File: src/hdl/rpmt_pkg.sv
// Package for the range product segment tree.
// Types, constants and the sequencer state enum; no dependencies.
package rpmt_pkg;

  localparam int unsigned DEF_LEAVES = 1024;
  localparam int unsigned IDX_W      = 10;
  localparam int unsigned VAL_W      = 30;
  localparam logic [VAL_W-1:0] PRODUCT_MOD = 30'd1000000007;

  localparam logic FUNC_UPDATE = 1'b0;
  localparam logic FUNC_QUERY  = 1'b1;

  typedef enum logic [3:0] {
    ST_IDLE,
    ST_CLEAR,
    ST_UPD_RD,
    ST_UPD_WAIT,
    ST_UPD_MUL,
    ST_Q_STEP,
    ST_Q_WAIT,
    ST_Q_MUL,
    ST_OUT
  } state_t;

endpackage

File: src/hdl/rpmt_modmul.sv
// Iterative modular multiplier: one multiplier bit per cycle (shift-add-reduce).
// Depends on rpmt_pkg.
module rpmt_modmul
  import rpmt_pkg::*;
(
  input  logic             clk,
  input  logic             rst,
  input  logic             start,
  input  logic [VAL_W-1:0] x,
  input  logic [VAL_W-1:0] y,
  output logic             done,
  output logic [VAL_W-1:0] prod
);

  localparam int unsigned CNT_W = $clog2(VAL_W + 1);

  logic [VAL_W-1:0] acc;
  logic [VAL_W-1:0] mcand;
  logic [VAL_W-1:0] mplier;
  logic [CNT_W-1:0] cnt;
  logic             busy;
  logic [VAL_W:0]   dbl;
  logic [VAL_W-1:0] dbl_r;
  logic [VAL_W:0]   add;
  logic [VAL_W-1:0] add_r;

  // acc = 2*acc mod M, then + mcand mod M if the top bit is set
  always_comb begin
    dbl   = {acc, 1'b0};
    dbl_r = (dbl >= {1'b0, PRODUCT_MOD}) ? VAL_W'(dbl - {1'b0, PRODUCT_MOD}) : dbl[VAL_W-1:0];
    add   = {1'b0, dbl_r} + {1'b0, mcand};
    add_r = (add >= {1'b0, PRODUCT_MOD}) ? VAL_W'(add - {1'b0, PRODUCT_MOD}) : add[VAL_W-1:0];
  end

  always_ff @(posedge clk) begin
    if (rst) begin
      busy <= 1'b0;
      done <= 1'b0;
      cnt  <= '0;
    end else begin
      done <= 1'b0;
      if (start) begin
        busy   <= 1'b1;
        cnt    <= CNT_W'(VAL_W);
        acc    <= '0;
        mcand  <= x;
        mplier <= y;
      end else if (busy) begin
        acc    <= mplier[VAL_W-1] ? add_r : dbl_r;
        mplier <= {mplier[VAL_W-2:0], 1'b0};
        cnt    <= cnt - 1'b1;
        if (cnt == CNT_W'(1)) begin
          busy <= 1'b0;
          done <= 1'b1;
        end
      end
    end
  end

  assign prod = acc;

endmodule

File: config.mk
export PLATFORM = sky130hd
export DESIGN_NAME = rpmt_modmul
export DESIGN_NICKNAME = d
export VERILOG_FILES = /design/src/hdl/rpmt_pkg.sv /design/src/hdl/rpmt_modmul.sv
export SDC_FILE = /design/constraint.sdc
export NUM_CORES = 1
export LEC_CHECK = 0
export BUFFER_PORTS_ARGS = -buffer_cell sky130_fd_sc_hd__clkbuf_2
export CAP_MARGIN = 20
export CORE_MARGIN = 3
export CORE_UTILIZATION = 61
export CTS_BUF_LIST = sky130_fd_sc_hd__clkbuf_8
export CTS_CLUSTER_DIAMETER = 120
export DETAILED_ROUTE_END_ITERATION = 8
export PLACE_DENSITY = 0.83
export SYNTH_ARGS = -nofsm -noshare
export SYNTH_HDL_FRONTEND = slang
export SYNTH_SLANG_ARGS = --single-unit
File: constraint.sdc
create_clock -name clk -period 11.1 [get_ports clk]
set_clock_uncertainty 0.1 [all_clocks]
set_input_delay 0.555 -clock clk [delete_from_list [all_inputs] [get_ports clk]]
set_output_delay 0.555 -clock clk [all_outputs]
set_load 0.01 [all_outputs]
Word level (Yosys, flattened, before mapping)
Cells that the tools add are included. W data, S select, Z words.

Magnitude comparators: 2. Divide/modulo/power cells: 0. $mul: 0. Shift-type cells: 0. Bitwise logic cells: 2. Mux-type cells: 12. $add $sub $neg: 4. Reduce and logical (&&, ||, !) cells: 5. Equality and inequality tests: 1.

Operator list (number): $mux W30 (6); $ge A31 B30 Y1 const B (2); $sub A30 B30 Y30 const B (2); $add A30 B30 Y31 (1); $mux W5 (2); $eq A5 B1 Y1 const B (1); $sub A5 B1 Y5 const B (1); $mux W1 (4); $reduce_and A2 Y1 (2); $reduce_or A3 Y1 (1); $not A1 Y1 (2); $reduce_bool A2 Y1 (1); $reduce_or A2 Y1 (1).

RAM bits: 0. Output and inout port bits: 31. Memories: 0. Register bits after elaboration: 97. Latch bits: 0. Bits in read-only memories: 0. Bits of input ports: 63. Word-level logic and storage cells: 33.

Logic depth before layout (Yosys ltp)
Depth after elaboration: 7. Gate-level depth with buffers: 25. Mapped depth without buffers: 22.

Worst setup path before layout
Ideal clock, no wire load.

Path type: register -> register. Start point: register acc[6] (netlist: prod[6]). End point: register acc[15] (netlist: prod[15]), data pin. Library setup time: 261 ps. Arrival time: 5607 ps. Data required time: 10739 ps. Path slack: 5132 ps. Stages on the path, launching flop included: 25. Path through: edfxtp_1 nor4_1 a21boi_0 a21oi_1 o211ai_1 a21o_1 a41oi_1 inv_1 clkbuf_1 nand4b_1 xnor2_1 ha_1 a21o_1 a32o_1 or2_1 or3_1 and2_1 buf_6 a221oi_4 nand3b_1 a31oi_4 buf_6 o211ai_1 nor2_1 a221o_1.

Word-level cells in the longest chain between the ends: 7.

RTL lines: start: declaration (line rpmt_modmul.sv:17) `logic [VAL_W-1:0] acc;`; start signal: assignment (line rpmt_modmul.sv:49) `acc <= mplier[VAL_W-1] ? add_r : dbl_r;`; $sub A30 B30 Y30 or $ge A31 B30 Y1 (tied branches) (line rpmt_modmul.sv:30) `dbl_r = (dbl >= {1'b0, PRODUCT_MOD}) ? VAL_W'(dbl - {1'b0, PRODUCT_MOD}) : dbl[VAL_W-1:0];`; $mux W30 (*) (line rpmt_modmul.sv:30); $add A30 B30 Y31 (line rpmt_modmul.sv:31) `add = {1'b0, dbl_r} + {1'b0, mcand};`; $sub A30 B30 Y30 or $ge A31 B30 Y1 (tied branches) (line rpmt_modmul.sv:32) `add_r = (add >= {1'b0, PRODUCT_MOD}) ? VAL_W'(add - {1'b0, PRODUCT_MOD}) : add[VAL_W-1:0];`; $mux W30 (line rpmt_modmul.sv:32); $mux W30 (*) (line rpmt_modmul.sv:49); $mux W30 (*) (line rpmt_modmul.sv:48) `end else if (busy) begin`.

Mark *: on every way between the ends. The rest lies on a longest branch, timed or not. The select of a mux whose other input is x is not followed. A chain may end at the register's enable or synchronous reset.

Worst setup path in the final report
Start point: register acc[6] (netlist: prod[6]). End point: register acc[11] (netlist: prod[11]), data pin.

The elaborated chain is that of the path after synthesis.

==> summary.txt <==
Status
  – Outcome: complete, no violations

Place
  – Pre-CTS WS: 3.24 ns
  – HPWL Detailed: 15100 um
  – Buffers on Ports: 93
  – Routability cong.: 0.928
  – Cell Area, Placed: 0.00795 mm2

Clock tree
  – Setup Buffers After CTS: 0
  – CTS Hold Bufs: 0
  – Post_cts resized: 0
  – CTS clock-pin slew for the worst setup and hold paths: 0.11 ns
  – Clock tree sinks: 97
  – H-tree Lvls: 3
  – Root Buffer: clkbuf_8
  – TritonCTS Buffers: 9
  – Max clock buf depth: 2
  – CTS tree: built
  – Worst-Skew Late Latency: 0.40 ns

Critical path
  – Setup Crit Path Kind: register to register
  – Crit Path Max Fanout: 20
  – Startpoint Class: register
  – CP endpoint kind: register
  – Register-to-register setup slack: 2.96 ns
  – CP required: 11.16 ns
  – Arrival time worst endpoint: 8.20 ns

Cells and area
  – ANT cells: 0
  – FF+latch area: 0.00284 mm2
  – Layout Nets: 929
  – Fill count: 910
  – Layout cells sized above 1: 21.4%
  – Area of the multi-input gates: 0.00438 mm2
  – Area Overhead vs Synth: 9.66%
  – Fin area: 0.00818 mm2

Timing
  – Count of final max-slew check failures: 0
  – FMAX: 123 MHz
  – Final Hold Viols: 0
  – RSZ-0062 raised after global routing: no
  – Worst Slack Setup Final: 2.96 ns
  – Post-route setup TNS: 0 ns
  – Minimum clock period: 8.14 ns
  – Tightest Pin Transition: 1.06 ns
  – Slew headroom: 28.2%
  – Setup violators final: 0
  – Tcrit/Tclk final: 73.4%

Drt
  – DRT Pass-1 Iters: 5
  – DRC: 0
  – Final WL: 20000 um
  – Initial DRC Count: 660
  – Vias: 6517
  – Antenna viol nets, final: 0
  – Vias/cell: 6.66
  – Post-DR wirelength/cell: 20.4 um

Logic synthesis
  – Yosys warning count: 0
  – Number of flops mapped to enable cells by yosys: 90
  – Sequential fraction of the synthesis area: 38.1%
  – Post-synthesis register bit count: 97
  – Area of the mapped netlist: 0.00746 mm2
  – Count of cell types in the netlist: 92
  – Main flop type after synthesis: edfxtp_1
  – Post-synth ARST share: 0%
  – Post-Syn Instances: 761
  – Synthesized net count: 859
  – Syn Area/Cell: 9.80 um2

Global route
  – Largest net degree at the start of global routing: 61
  – GRT met2 Usage: 49.0%
  – Initial antenna violation count: 0
  – GRT overflow: 0
  – Met1 Use GR: 37.4%
  – Vias in the first global route: 6196
  – Met3 usage: 6.17%
  – Global-route wire length before repair: 31700 um
  – Grt peak-use layer: met2
  – GRT Overall Usage: 29.7%

Power and ir drop
  – Total power: 1.92 mW
  – Lkg Pwr: 3.11 nW
  – Total power divided by cell area: 235 mW/mm2
  – VDD IR max: 126 uV

Floorplanning
  – Initial Utilization: 63.9%
  – Row count: 39
  – Die area: 0.0136 mm2
  – Die X: 117 um
  – Core ar.: 0.0117 mm2
  – Die Y: 117 um
  – # IOs: 94

Min path
  – Hold Crit Class: input port to register

Job
  – Max cap viols: 0
[stage by stage]
stage          std cells  util (%)  hold WS (ns)
5_1_grt              979      70.1         0.207
2_1_floorplan        761         -         0.425
4_1_cts              979      70.1         0.213
3_3_place_gp         963      68.2         0.428
6_report             979      70.1         0.221
3_5_place_dp         963      68.2         0.440
[path summary, 6_finish.rpt]
kind                                 start         end  cells after the start
worst max-delay path               prod[6]    prod[11]                     20
worst max register to register     prod[6]    prod[11]                     20
worst min-delay path                 x[22]   mcand[22]                      1
worst min register to register  mplier[12]  mplier[13]                      1
[worst max-delay path: stages (launching register included)]
cell,delay [ns]
edfxtp_1,0.45
nor4_1,0.44
a21boi_0,0.25
a21oi_1,0.33
o211ai_1,0.20
a21o_1,0.22
a41oi_1,0.85
inv_1,0.61
a21oi_1,0.42
ha_1,0.45
a21o_1,0.31
a21oi_2,0.34
a21boi_2,0.14
o21a_1,0.21
or3_4,0.35
a2111oi_0,0.57
nand4b_1,0.22
a31oi_4,0.49
o21a_1,0.53
a21oi_1,0.14
a211o_1,0.28
[sequential cells by signal, indices dropped and copies added, names as in the netlist]
| signal | flops |
|---|---|
| done | 1 |
| mcand | 30 |
| busy | 1 |
| cnt | 5 |
| prod | 30 |
| mplier | 30 |
[cell usage after synthesis (all sizes together), types with 6 or more instances]
cell     count  area, um2
a31oi        8       65.1
dfxtp        7        140
ha          34        425
clkbuf      19       72.6
buf         19        116
nand3       25        125
mux2        30        338
a21oi       51        259
inv         15       56.3
o21ai       37        200
a21boi       9       71.3
xnor2       37        332
o211ai      18        150
nor3        18       95.1
o2111ai      6       76.3
edfxtp      90       2700
a21o        18        135
a211oi      18        160
a211o        6       52.6
nand2       66        248
nor4         6       43.8
nand4       19        119
nor2        61        229
and2        10       62.6
and3         8       50.1
or3          6       42.5
xor2        23        201
[cell type report]
class / count / area share [%]
Inverter: 16 / 0.734
Multi-Input combinational cell: 610 / 53.5
Tap cell: 143 / 2.19
Clock buffer: 9 / 1.51
Sequential cell: 97 / 34.8
Clock inverter: 7 / 1.24
Timing Repair Buffer: 97 / 6.06
[cell usage in the layout (no fill, tap or decap), types with 8 or more instances in the layout]
cell type / instances
clkbuf_2: 93
edfxtp_1: 90
nand2_1: 66
nor2_1: 59
a21oi_1: 50
xnor2_1: 36
ha_1: 34
mux2_2: 30
nand3_1: 25
o21ai_0: 23
xor2_1: 23
nand4_1: 19
a21o_1: 18
nor3_1: 17
inv_1: 15
o211ai_1: 15
a211oi_1: 13
o21ai_1: 12
and2_1: 10
clkbuf_8: 9
and3_1: 8
[kinds of logic after synthesis]
kind of cell,after synthesis,synth area share (%)
flops,97,38.1
xor+xnor,60,7.15
simple gates,256,17.6
mux,34,5.07
buf+inv,54,3.34
fa+ha+maj,35,5.97
compound gates,225,22.8
[layer usage]
| layer | wire length, um | up-vias | share of wire (%) |
|---|---|---|---|
| met5 | 0 | - | 0 |
| met4 | 960 | 0 | 4.8 |
| met3 | 1110 | 59 | 5.6 |
| met2 | 9640 | 258 | 48 |
| met1 | 8240 | 3122 | 41 |
| li1 | - | 3078 | - |
[power by group]
part / switching [mW] / leakage [nW] / internal, mW
combinational: 0.747 / 2.08 / 0.419
sequential: 0.0324 / 0.919 / 0.453
clock: 0.140 / 0.112 / 0.129
total: 0.920 / 3.11 / 1.00
No activity file was read; power rests on OpenSTA's default activity.
